File: src/hdl/odq_pkg.sv
// Package for the once-only event dedup queue.
// Holds request codes, the fixed field widths and the cell control type; no dependencies.
package odq_pkg;

    localparam int ID_W    = 6;
    localparam int MODE_W  = 2;
    localparam int COUNT_W = 5;

    localparam logic [MODE_W-1:0] MODE_FIRE  = 2'd0;
    localparam logic [MODE_W-1:0] MODE_TAKE  = 2'd1;
    localparam logic [MODE_W-1:0] MODE_CLEAR = 2'd2;

    // Per-cycle control handed from the sequencer to one queue cell.
    typedef struct packed {
        logic shift;
        logic load;
    } t_cell_ctl;

endpackage

File: src/hdl/odq_if.sv
// Valid/ready channel interfaces for the request and the response.
// Depends on odq_pkg for the field widths.
interface odq_req_if;
    logic                        valid;
    logic                        ready;
    logic [odq_pkg::MODE_W-1:0]  mode;
    logic [odq_pkg::ID_W-1:0]    event_id;
    logic                        use_once_flags;

    modport source (output valid, mode, event_id, use_once_flags, input ready);
    modport sink   (input valid, mode, event_id, use_once_flags, output ready);
endinterface

interface odq_rsp_if;
    logic                        valid;
    logic                        ready;
    logic                        accepted;
    logic                        dropped_full;
    logic                        popped_valid;
    logic [odq_pkg::ID_W-1:0]    popped_id;
    logic                        pending;
    logic [odq_pkg::COUNT_W-1:0] pending_count;

    modport source (output valid, accepted, dropped_full, popped_valid, popped_id,
                    pending, pending_count, input ready);
    modport sink   (input valid, accepted, dropped_full, popped_valid, popped_id,
                    pending, pending_count, output ready);
endinterface

File: src/hdl/odq_cell.sv
// One queue cell: holds an id, shifts from its neighbor on a pop,
// loads a new id on a push, and compares its id against the request.
// Depends on odq_pkg.
module odq_cell (
    input  logic                     i_clk,
    input  odq_pkg::t_cell_ctl       i_ctl,
    input  logic [odq_pkg::ID_W-1:0] i_nb_data,
    input  logic [odq_pkg::ID_W-1:0] i_load_data,
    input  logic                     i_occupied,
    input  logic [odq_pkg::ID_W-1:0] i_cmp_id,
    output logic [odq_pkg::ID_W-1:0] o_data,
    output logic                     o_match
);
    logic [odq_pkg::ID_W-1:0] r_data;

    always_ff @(posedge i_clk) begin
        if (i_ctl.shift) begin
            r_data <= i_nb_data;
        end else if (i_ctl.load) begin
            r_data <= i_load_data;
        end
    end

    assign o_data  = r_data;
    assign o_match = i_occupied && (r_data == i_cmp_id);
endmodule

File: src/hdl/odq_flag_map.sv
// Once-only flag map: one flip-flop per event id, cleared by reset.
// Depends on odq_pkg.
module odq_flag_map #(
    parameter int ID_LIMIT = 32
) (
    input  logic                         i_clk,
    input  logic                         i_rst_n,
    input  logic [$clog2(ID_LIMIT)-1:0]  i_idx,
    input  logic                         i_set,
    output logic                         o_flag
);
    logic [ID_LIMIT-1:0] r_flags;

    always_ff @(posedge i_clk) begin
        if (!i_rst_n) begin
            r_flags <= '0;
        end else if (i_set) begin
            r_flags[i_idx] <= 1'b1;
        end
    end

    assign o_flag = r_flags[i_idx];
endmodule

File: src/hdl/once_only_event_dedup_queue.sv
// Once-only event dedup queue: flag map plus a shifting FIFO of cells.
// A request is captured, then executed around the parallel cell compare, and its
// response is registered; no new request is taken until the execute step is done.
// A new request is taken while the previous response still waits in its register.
// Reset (synchronous, active low) clears the flag map, the count and all control.
module once_only_event_dedup_queue #(
    parameter int QUEUE_DEPTH = 16,
    parameter int ID_LIMIT    = 32
) (
    input  logic        i_clk,
    input  logic        i_rst_n,
    odq_req_if.sink     i_req,
    odq_rsp_if.source   o_rsp
);
    localparam int CW    = $clog2(QUEUE_DEPTH + 1);
    localparam int IDX_W = $clog2(ID_LIMIT);

    typedef enum logic {S_IDLE, S_EXEC} t_state;

    t_state                     r_state;
    logic [CW-1:0]              r_count;
    logic [CW-1:0]              n_count;

    // Captured request. Payload only, so it carries no reset.
    logic [odq_pkg::MODE_W-1:0] r_mode;
    logic [odq_pkg::ID_W-1:0]   r_id;
    logic                       r_use;

    // Registered response.
    logic                       r_rsp_valid;
    logic                       r_accepted;
    logic                       r_dropped;
    logic                       r_pop_valid;
    logic [odq_pkg::ID_W-1:0]   r_pop_id;
    logic                       r_pending;
    logic [odq_pkg::COUNT_W-1:0] r_pending_count;

    logic in_range, flag_bit, fire_ok, full, dup, push, pop, commit, rsp_free;
    logic [QUEUE_DEPTH-1:0]     match;
    logic [odq_pkg::ID_W-1:0]   cell_data [QUEUE_DEPTH];

    // No request is taken while reset is held.
    assign i_req.ready = i_rst_n && (r_state == S_IDLE);

    // The response register is free when empty or when its transaction
    // completes in this cycle. The execute step waits for it.
    assign rsp_free = !r_rsp_valid || o_rsp.ready;
    assign commit   = (r_state == S_EXEC) && rsp_free;

    // Fire checks. The id range check uses a widened compare so that an
    // id limit of 64 still works.
    assign in_range = (r_id != '0) &&
                      ({1'b0, r_id} < (odq_pkg::ID_W + 1)'(ID_LIMIT));
    assign fire_ok  = (r_mode == odq_pkg::MODE_FIRE) && in_range &&
                      !(r_use && flag_bit);
    assign full     = (r_count == CW'(QUEUE_DEPTH));
    assign dup      = |match;
    assign push     = fire_ok && !full && !dup;
    assign pop      = (r_mode == odq_pkg::MODE_TAKE) && (r_count != '0);

    odq_flag_map #(
        .ID_LIMIT (ID_LIMIT)
    ) u_flags (
        .i_clk   (i_clk),
        .i_rst_n (i_rst_n),
        .i_idx   (r_id[IDX_W-1:0]),
        .i_set   (commit && fire_ok && r_use),
        .o_flag  (flag_bit)
    );

    // The chain of cells. Cell 0 holds the oldest id; a pop shifts every
    // cell toward the head, and a push loads the cell just past the tail.
    for (genvar g = 0; g < QUEUE_DEPTH; g++) begin : g_cell
        odq_pkg::t_cell_ctl     ctl;
        logic [odq_pkg::ID_W-1:0] nb;

        assign ctl.shift = commit && pop;
        assign ctl.load  = commit && push && (r_count == CW'(g));

        if (g == QUEUE_DEPTH - 1) begin : g_last
            assign nb = '0;
        end else begin : g_mid
            assign nb = cell_data[g+1];
        end

        odq_cell u_cell (
            .i_clk       (i_clk),
            .i_ctl       (ctl),
            .i_nb_data   (nb),
            .i_load_data (r_id),
            .i_occupied  (CW'(g) < r_count),
            .i_cmp_id    (r_id),
            .o_data      (cell_data[g]),
            .o_match     (match[g])
        );
    end

    always_comb begin
        n_count = r_count;
        case (r_mode)
            odq_pkg::MODE_FIRE: begin
                if (push) begin
                    n_count = r_count + CW'(1);
                end
            end
            odq_pkg::MODE_TAKE: begin
                if (pop) begin
                    n_count = r_count - CW'(1);
                end
            end
            odq_pkg::MODE_CLEAR: begin
                n_count = '0;
            end
            default: begin
                n_count = r_count;
            end
        endcase
    end

    // Sequencer: capture a request, then execute it and load the response.
    always_ff @(posedge i_clk) begin
        if (!i_rst_n) begin
            r_state     <= S_IDLE;
            r_count     <= '0;
            r_rsp_valid <= 1'b0;
        end else begin
            // A new response is loaded on commit; otherwise a completed
            // transaction empties the response register.
            if (commit) begin
                r_rsp_valid <= 1'b1;
            end else if (o_rsp.ready) begin
                r_rsp_valid <= 1'b0;
            end
            case (r_state)
                S_IDLE: begin
                    if (i_req.valid) begin
                        r_mode  <= i_req.mode;
                        r_id    <= i_req.event_id;
                        r_use   <= i_req.use_once_flags;
                        r_state <= S_EXEC;
                    end
                end
                S_EXEC: begin
                    if (rsp_free) begin
                        r_count         <= n_count;
                        r_accepted      <= fire_ok;
                        r_dropped       <= fire_ok && full;
                        r_pop_valid     <= pop;
                        r_pop_id        <= pop ? cell_data[0] : '0;
                        r_pending       <= (n_count != '0);
                        r_pending_count <= odq_pkg::COUNT_W'(n_count);
                        r_state         <= S_IDLE;
                    end
                end
                default: begin
                    r_state <= S_IDLE;
                end
            endcase
        end
    end

    assign o_rsp.valid         = r_rsp_valid;
    assign o_rsp.accepted      = r_accepted;
    assign o_rsp.dropped_full  = r_dropped;
    assign o_rsp.popped_valid  = r_pop_valid;
    assign o_rsp.popped_id     = r_pop_id;
    assign o_rsp.pending       = r_pending;
    assign o_rsp.pending_count = r_pending_count;

`ifndef SYNTHESIS
    // The fill count never passes the queue depth.
    a_count_bound: assert property (@(posedge i_clk) disable iff (!i_rst_n)
        r_count <= CW'(QUEUE_DEPTH))
        else $error("queue count exceeds depth");

    // The count moves by at most one per step, except when a clear empties it.
    a_count_step: assert property (@(posedge i_clk) disable iff (!i_rst_n)
        $past(i_rst_n) |-> (r_count == $past(r_count)) ||
                           (r_count == $past(r_count) + CW'(1)) ||
                           (r_count == $past(r_count) - CW'(1)) ||
                           (r_count == '0))
        else $error("queue count jumped");

    // A new response appears only right after an execute step.
    a_rsp_source: assert property (@(posedge i_clk) disable iff (!i_rst_n)
        $past(i_rst_n) && $rose(r_rsp_valid) |-> $past(r_state == S_EXEC))
        else $error("response without execute step");

    // A response never reports both an accepted fire and a popped id.
    a_rsp_exclusive: assert property (@(posedge i_clk) disable iff (!i_rst_n)
        r_rsp_valid |-> !(r_accepted && r_pop_valid))
        else $error("fire and take reported together");
`endif
endmodule
File: src/flat_wrapper.sv
// flat-port wrapper written by rule: the top's interface ports become plain ports
module once_only_event_dedup_queue_flat 
#(
    parameter int QUEUE_DEPTH = 16,
    parameter int ID_LIMIT    = 32
)
  (i_clk, i_rst_n, i_req_valid, i_req_mode, i_req_event_id, i_req_use_once_flags, i_req_ready, o_rsp_valid, o_rsp_accepted, o_rsp_dropped_full, o_rsp_popped_valid, o_rsp_popped_id, o_rsp_pending, o_rsp_pending_count, o_rsp_ready);
  odq_req_if i_req_i ();
  odq_rsp_if o_rsp_i ();
  input  logic i_clk;
  input  logic i_rst_n;
  input wire logic [$bits(i_req_i.valid)-1:0] i_req_valid;
  input wire logic [$bits(i_req_i.mode)-1:0] i_req_mode;
  input wire logic [$bits(i_req_i.event_id)-1:0] i_req_event_id;
  input wire logic [$bits(i_req_i.use_once_flags)-1:0] i_req_use_once_flags;
  output wire logic [$bits(i_req_i.ready)-1:0] i_req_ready;
  output wire logic [$bits(o_rsp_i.valid)-1:0] o_rsp_valid;
  output wire logic [$bits(o_rsp_i.accepted)-1:0] o_rsp_accepted;
  output wire logic [$bits(o_rsp_i.dropped_full)-1:0] o_rsp_dropped_full;
  output wire logic [$bits(o_rsp_i.popped_valid)-1:0] o_rsp_popped_valid;
  output wire logic [$bits(o_rsp_i.popped_id)-1:0] o_rsp_popped_id;
  output wire logic [$bits(o_rsp_i.pending)-1:0] o_rsp_pending;
  output wire logic [$bits(o_rsp_i.pending_count)-1:0] o_rsp_pending_count;
  input wire logic [$bits(o_rsp_i.ready)-1:0] o_rsp_ready;
  assign i_req_i.valid = i_req_valid;
  assign i_req_i.mode = i_req_mode;
  assign i_req_i.event_id = i_req_event_id;
  assign i_req_i.use_once_flags = i_req_use_once_flags;
  assign i_req_ready = i_req_i.ready;
  assign o_rsp_valid = o_rsp_i.valid;
  assign o_rsp_accepted = o_rsp_i.accepted;
  assign o_rsp_dropped_full = o_rsp_i.dropped_full;
  assign o_rsp_popped_valid = o_rsp_i.popped_valid;
  assign o_rsp_popped_id = o_rsp_i.popped_id;
  assign o_rsp_pending = o_rsp_i.pending;
  assign o_rsp_pending_count = o_rsp_i.pending_count;
  assign o_rsp_i.ready = o_rsp_ready;
  once_only_event_dedup_queue #(.QUEUE_DEPTH(QUEUE_DEPTH), .ID_LIMIT(ID_LIMIT)) u_core (.i_clk(i_clk), .i_rst_n(i_rst_n), .i_req(i_req_i), .o_rsp(o_rsp_i));
endmodule
File: config.mk
export PLATFORM = sky130hd
export DESIGN_NAME = once_only_event_dedup_queue_flat
export DESIGN_NICKNAME = d
export VERILOG_FILES = /design/src/hdl/odq_pkg.sv /design/src/hdl/odq_if.sv /design/src/hdl/odq_cell.sv /design/src/hdl/odq_flag_map.sv /design/src/hdl/once_only_event_dedup_queue.sv /design/src/flat_wrapper.sv
export SDC_FILE = /design/constraint.sdc
export NUM_CORES = 1
export LEC_CHECK = 0
export BUFFER_PORTS_ARGS = -buffer_cell sky130_fd_sc_hd__buf_2
export CORE_MARGIN = 8
export CORE_UTILIZATION = 55
export DETAILED_ROUTE_END_ITERATION = 10
export GPL_ROUTABILITY_DRIVEN = 0
export PLACE_DENSITY = 0.72
export SLEW_MARGIN = 20
export SYNTH_ARGS = -nofsm -noshare
export SYNTH_HDL_FRONTEND = slang
export SYNTH_SLANG_ARGS = --single-unit
File: constraint.sdc
create_clock -name i_clk -period 9.41 [get_ports i_clk]
set_input_delay 0.4705 -clock i_clk [delete_from_list [all_inputs] [get_ports i_clk]]
set_output_delay 0.4705 -clock i_clk [all_outputs]
set_load 0.01 [all_outputs]
======== Word level (Yosys, flattened, before mapping) ========
Cells that the tools add are included.
cells by class
  $add $sub $neg .......................... 2
  multipliers ............................. 0
  divide/modulo/power cells ............... 0
  $lt $le $gt $ge ......................... 19
  eq/ne operators ......................... 34
  shift-type cells ........................ 0
  mux-type cells .......................... 42
  bitwise logic cells ..................... 2
  reduce and logical (&&, ||, !) cells .... 77
operators with widths
  operator                                                    number
  two-way mux 6 bit                                           30
  == test 6 bit                                               16
  logical AND 1 bit                                           47
  == test 5 x 4 -> 1 bit, second input constant               8
  less-than comparator 4 x 5 -> 1 bit, first input constant   8
  OR 32 bit                                                   1
  nonzero test 2 bit                                          16
  == test 5 x 3 -> 1 bit, second input constant               4
  less-than comparator 3 x 5 -> 1 bit, first input constant   4
  OR reduction 16 bit                                         1
  one-hot mux 5 bit (3 select lines)                          1
  == test 5 x 2 -> 1 bit, second input constant               2
  less-than comparator 1 x 5 -> 1 bit, first input constant   2
  less-than comparator 2 x 5 -> 1 bit, first input constant   2
  two-way mux 5 bit                                           2
  nonzero test 5 bit                                          2
  less-than comparator 5 x 6 -> 1 bit, second input constant  1
  less-than comparator 6 bit, second input constant           1
  two-way mux 1 bit                                           6
  AND reduction 3 bit                                         2
  nonzero test 6 bit                                          1
  adder 5 x 1 -> 5 bit, second input constant                 1
  binary-select mux 1 bit (select 5 bit)                      1
  demux 1 bit (select 5 bit)                                  1
  other kinds (13)                                            16
storage, ports and cells
  register bits after elaboration ......... 159
  bits in latches ......................... 0
  RAM bits ................................ 0
  memory bits (read-only) ................. 0
  input bits .............................. 13
  output and inout port bits .............. 17
  logic and storage cells ................. 205
  memories ................................ 0

======== Depth between registers and ports, before layout ========
  depth after elaboration ................. 11
  gate-level depth with buffers ........... 13
  gate-level depth less buffers ........... 10

======== Modules after synthesis ========
A second synthesis with hierarchy kept.
second synthesis, totals
  cell total of the unflattened synthesis .. 696
  area, all modules ....................... 9006.1 um2
modules (own cells, without submodules)
  module                       times used  cells an instance  area an instance (um2)  sequential area each (um2)
  odq_cell                     16          22                 359.1                   180.2
  once_only_event_dedup_queue  1           191                1844.3                  860.8
  odq_flag_map                 1           153                1416.4                  640.6

======== Least setup slack after synthesis ========
No wires, ideal clock.
  path type ............................... reg2reg
  start ................................... reg u_core.r_id[1] in the netlist's numbering
  end ..................................... reg u_core.g_cell[9].u_cell.r_data, in the netlist u_core.g_cell[9].u_cell.o_data[0], enable pin
  setup time .............................. 0.380 ns
  arrival time ............................ 3.062 ns
  required time ........................... 9.030 ns
  setup slack ............................. 5.968 ns
  stages on the path, launching flop included .. 11
  buffers on the path ..................... 2
  period minus slack after synthesis ...... 3.442 ns
  cells stage by stage .................... edfxtp_1 > buf_6 > buf_6 > mux2i_1 > o32ai_1 > a2111oi_2 > nand4_2 > a2bb2oi_4 > nand3_1 > or4b_1 > o31ai_1
on the way
  longest elaborated chain between the ends .. 10
  elaborated cells on any way between the ends .. 48
  those cells by class .................... order compare (1); eq/ne (16); mux (2); reduce/logical (29)
ends and longest elaborated chain
  what                                     RTL line                            text
  from (decl)                              once_only_event_dedup_queue.sv:26   logic [odq_pkg::ID_W-1:0] r_id;
  from (signal assigned)                   once_only_event_dedup_queue.sv:138  r_id <= i_req.event_id;
  binary-select mux 1 bit (select 5 bit)   odq_flag_map.sv:22                  assign o_flag = r_flags[i_idx];
  two-way mux 1 bit (not written as such)  odq_flag_map.sv:22
  logical AND 1 bit                        once_only_event_dedup_queue.sv:55   !(r_use && flag_bit);
  zero test 1 bit                          once_only_event_dedup_queue.sv:55
  logical AND 1 bit                        once_only_event_dedup_queue.sv:54   assign fire_ok = (r_mode == odq_pkg::MODE_FIRE) && in_range &&
  logical AND 1 bit                        once_only_event_dedup_queue.sv:58   assign push = fire_ok && !full && !dup;
  logical AND 1 bit *                      once_only_event_dedup_queue.sv:58
  logical AND 1 bit * (2 in series)        once_only_event_dedup_queue.sv:78   assign ctl.load = commit && push && (r_count == CW'(g));
  nonzero test 2 bit (no source line) *    -
  to (signal assigned)                     odq_cell.sv:18                      r_data <= i_nb_data;
  to (signal assigned)                     odq_cell.sv:20                      r_data <= i_load_data;
  to (decl)                                odq_cell.sv:14                      logic [odq_pkg::ID_W-1:0] r_data;
Every way passes the cells marked *; elsewhere a longest branch is shown, timed or not. The select of a mux whose other input is x is not followed.
A chain may end at the register's enable or synchronous reset.

======== Worst setup path in the final report ========
  start ................................... reg u_core.r_id[5] in the netlist's numbering
  end ..................................... reg u_core.g_cell[9].u_cell.r_data, in the netlist u_core.g_cell[9].u_cell.o_data[3], enable pin
on the way
  longest elaborated chain between the ends .. 9
  elaborated cells on any way between the ends .. 44
  those cells by class .................... order compare (1); eq/ne (16); reduce/logical (27)
ends and longest elaborated chain
  what                                                                     RTL line                                                              text
  less-than comparator 6 bit / nonzero test 6 bit (equally long branches)  once_only_event_dedup_queue.sv:53, once_only_event_dedup_queue.sv:52
  logical AND 1 bit                                                        once_only_event_dedup_queue.sv:52                                     assign in_range = (r_id != '0) &&
  logical AND 1 bit (2 in series)                                          once_only_event_dedup_queue.sv:54
  logical AND 1 bit                                                        once_only_event_dedup_queue.sv:58
  logical AND 1 bit *                                                      once_only_event_dedup_queue.sv:58
  logical AND 1 bit * (2 in series)                                        once_only_event_dedup_queue.sv:78
  nonzero test 2 bit (no source line) *                                    -
Every way passes the cells marked *; elsewhere a longest branch is shown, timed or not.

==> reports/results.tsv <==
metric	value	unit
finalHoldViolCount	0	
pin_count	30	
ir_drop	133.0	uV
slew-limit-headroom	31.50	%
final_area	8820	um^2
fill_cells	1167	
hold_buffers	0	
layout_min_cycle_time	4.361	ns
crit_path_end_kind	flip-flop	
finalSetupViolCount	0	
p_seq_share	50.2	%
drt_first_pass_iters	7	
comb_power_share	7.4	%
yosys.area.top_type	edfxtp_1	
area_growth_syn_to_layout	9.118	%
synth_fp_nets	734	
rsz0062_at_grt	false	
tightest_slew	1.028	ns
wl	18470	um
wl_per_cell	20.03	um
ctsResizeCount	0	
worstHoldStart	i_req_event_id[4]	
finalHoldWorstSlack	0.2168	ns
outcome	finished, final reports clean	
cp_num_cells	8	
crit_arrival	4.41	ns
multi_input_area	3420	um^2
synth_edf_count	114	
ys_seq_area_share	53.50	%
worst_path_dominant_cell_family	simple AND/OR/NAND/NOR gates	
avgSynthCellArea	11.29	um^2
crit_type	reg -> reg	
cts_tree	done	
yosysWarnings	0	
clk_latency	0.43	ns
regArea	4324	um^2
synthArstFlopShare	0	%
cts_setup_buffers	0	
dp_hpwl	12270	um
place_area	8259	um^2
timing.rr.end	u_core.g_cell[9].u_cell.o_data[3]	
dieArea	18830	um^2
initial_core_util	56.04	%
max_stage_delay	1.03	ns
power.density	175.0	nW/um^2
die_w	137.2	um
dieHeight	137.2	um
htree_levels	4	
max_freq	0.2293	GHz
clockRootBuffer	clkbuf_16	
leakagePower	3.495	nW
grt_use_total	20.44	%
synth.area.top_cells	edfxtp_1 (42%), dfxtp_1 (11%), a21o_1 (8.4%)	
drtIter0Drc	696	
intPower	1.193	mW
worstPathCellList	xnor2_1 -> nand4_1 -> a2111oi_0 -> or4_1 -> nor4_4 -> nand3_1 -> or4b_1 -> o31ai_1	
nNetsFinal	743	
netlist_area	8083	um^2
vias	5650	
start_kind	flip-flop	
swShare	22.70	%
crit_buf_inv	0	
timing.reg2reg.setup_slack	5.05	ns
fin_total_pwr	1.544	mW
ys_ff_latch	159	
fin_crit_sh	46.34	%
port_buffers	29	
pwr-share-clk	42.4	%
hold_depth	1	
cts_buffers	17	
first_global_vias	5668	
synthDistinctLibCells	64	
power_switching	0.3504	mW
fin_tns_setup	0	ns
maxCapViolations	0	
cts_buffer_depth	2	
hold_end	u_core.r_id[4]	
clkTransAtPathRegs	0.06	ns
grt_pass1_wl	29760	um
routed_via_density	6.128	
yosys.area.top_type_share	42.35	%
syn_inst	716	
drt.antenna.violating_nets	0	
slowest_stage	edfxtp_1	
numClockSinks	159	
placementRows	44	
grt_max_degree	58	
reg2reg_depth	8	
finClkSkew	0.009573	ns
final_layout_size_suffix_gt1_share	11.52	%
grt-ovfl-total	0	
coreArea	14420	um^2
critPathMaxFanout	18	
timing.rr.start	u_core.r_id[5]	
hold_class	in -> reg	
drcViolationCount	0	
diodes	0	
antenna_found_initial	0	
slew_violations	0	
yosys_most_used_dff	edfxtp_1	
critical_path_required	9.46	ns
-- state kept, by name, summed over array words and instances, names as in the netlist --
name,count
u_core.o_rsp.pending_count,5
u_core.r_id,6
u_core.g_cell.u_cell.o_data,96
u_core.r_mode,2
u_core.o_rsp.pending,1
u_core.o_rsp.accepted,1
u_core.o_rsp.popped_id,6
u_core.r_count,5
u_core.u_flags.r_flags,32
u_core.r_use,1
u_core.r_state,1
u_core.o_rsp.valid,1
u_core.o_rsp.dropped_full,1
u_core.o_rsp.popped_valid,1
-- per-stage QoR --
step / utilization, % / std cells / setup slack, ns
3_3_place_gp: 57.26 / 890 / 5.206
5_1_grt: 61.15 / 922 / 4.839
2_1_floorplan: - / 716 / 5.968
4_1_cts: 61.13 / 922 / 5.033
6_report: 61.15 / 922 / 5.049
3_5_place_dp: 57.26 / 890 / 5.065
-- area by class of cell --
type	count	share of cell area [%]
clock buffer	21	4.994
timing repair buffer	42	2.752
multi-input combinational	493	38.77
inverter	12	0.5107
tap	184	2.610
clock inverter	11	1.334
sequential	159	49.03
-- cell usage in the layout (no fill, tap or decap), drive strengths merged, types with 5 or more instances in the layout --
| cell | instances |
|---|---|
| nand3 | 10 |
| nor4b | 5 |
| nand2b | 5 |
| ha | 5 |
| mux2i | 19 |
| nand2 | 31 |
| and2 | 9 |
| o21ai | 12 |
| buf | 42 |
| dfxtp | 45 |
| a21oi | 40 |
| a21o | 90 |
| nor2b | 6 |
| nor4 | 18 |
| nand4 | 14 |
| xnor2 | 47 |
| clkbuf | 21 |
| edfxtp | 114 |
| nor2 | 62 |
| nor3 | 12 |
| and3 | 5 |
| xor2 | 49 |
| inv | 12 |
| clkinvlp | 5 |
-- power groups by stage --
stage	sequential, mW	combinational [mW]	clock (mW)
finish	0.776	0.114	0.654
global route	0.776	0.124	0.695
CTS	0.775	0.113	0.662
detailed placement	0.790	0.112	0
global placement	0.789	0.110	0
floorplan	0.784	0.0891	0
-- cell usage after synthesis, types with 2 or more instances --
cell / instances
o41ai_1: 2
nor2_1: 62
o31ai_1: 3
nand4_1: 13
inv_1: 11
and3_1: 5
nand2_1: 30
ha_1: 5
and2_1: 9
edfxtp_1: 114
nand2b_1: 5
nand3_1: 10
buf_6: 9
dfxtp_1: 45
nor4b_1: 4
or2_2: 2
nor3_1: 12
buf_4: 10
a31oi_1: 2
a21o_1: 90
xnor2_1: 47
a311oi_1: 2
mux2i_1: 19
a21oi_1: 40
xor2_1: 49
a211oi_1: 4
buf_1: 3
nor2b_1: 6
clkbuf_1: 27
o22ai_1: 4
nor3b_1: 3
buf_2: 3
a2111oi_0: 2
and4_1: 2
nor4_4: 2
or4_1: 4
o21ai_0: 9
a211o_1: 2
o21ai_1: 3
nor4_1: 16
o211a_1: 3
-- kinds of logic (layout without fill, tap and decap cells) --
kind of cell | Yosys count | count (layout) | share of synthesized area, %
mux | 21 | 21 | 2.771
xor+xnor | 96 | 96 | 10.40
fa+ha+maj | 5 | 5 | 0.7740
simple gates | 193 | 193 | 12.76
compound gates | 178 | 178 | 15.48
buf+inv | 64 | 86 | 4.319
flops | 159 | 159 | 53.50
-- metal layers --
metal / wire length [um] / GRT usage, % / vias to the layer above
li1: - / - / 2624
met1: 7851 / 25.56 / 2760
met2: 9129 / 33.69 / 224
met4: 436 / 8.871 / 0
met3: 1048 / 4.194 / 42
met5: 0 / 0 / -
-- worst max path at each step --
stage | startpoint | endpoint | slack (ns)
floorplan | u_core.r_id[1] | u_core.g_cell[9].u_cell.o_data[0] | 5.97
global placement | u_core.r_id[5] | u_core.g_cell[9].u_cell.o_data[0] | 5.21
detailed placement | u_core.r_id[5] | u_core.g_cell[9].u_cell.o_data[4] | 5.07
CTS | u_core.r_id[5] | u_core.g_cell[9].u_cell.o_data[3] | 5.03
global route | u_core.r_id[5] | u_core.g_cell[9].u_cell.o_data[3] | 4.84
finish | u_core.r_id[5] | u_core.g_cell[9].u_cell.o_data[3] | 5.05
Note: power is estimated with default switching activity, not from simulation.
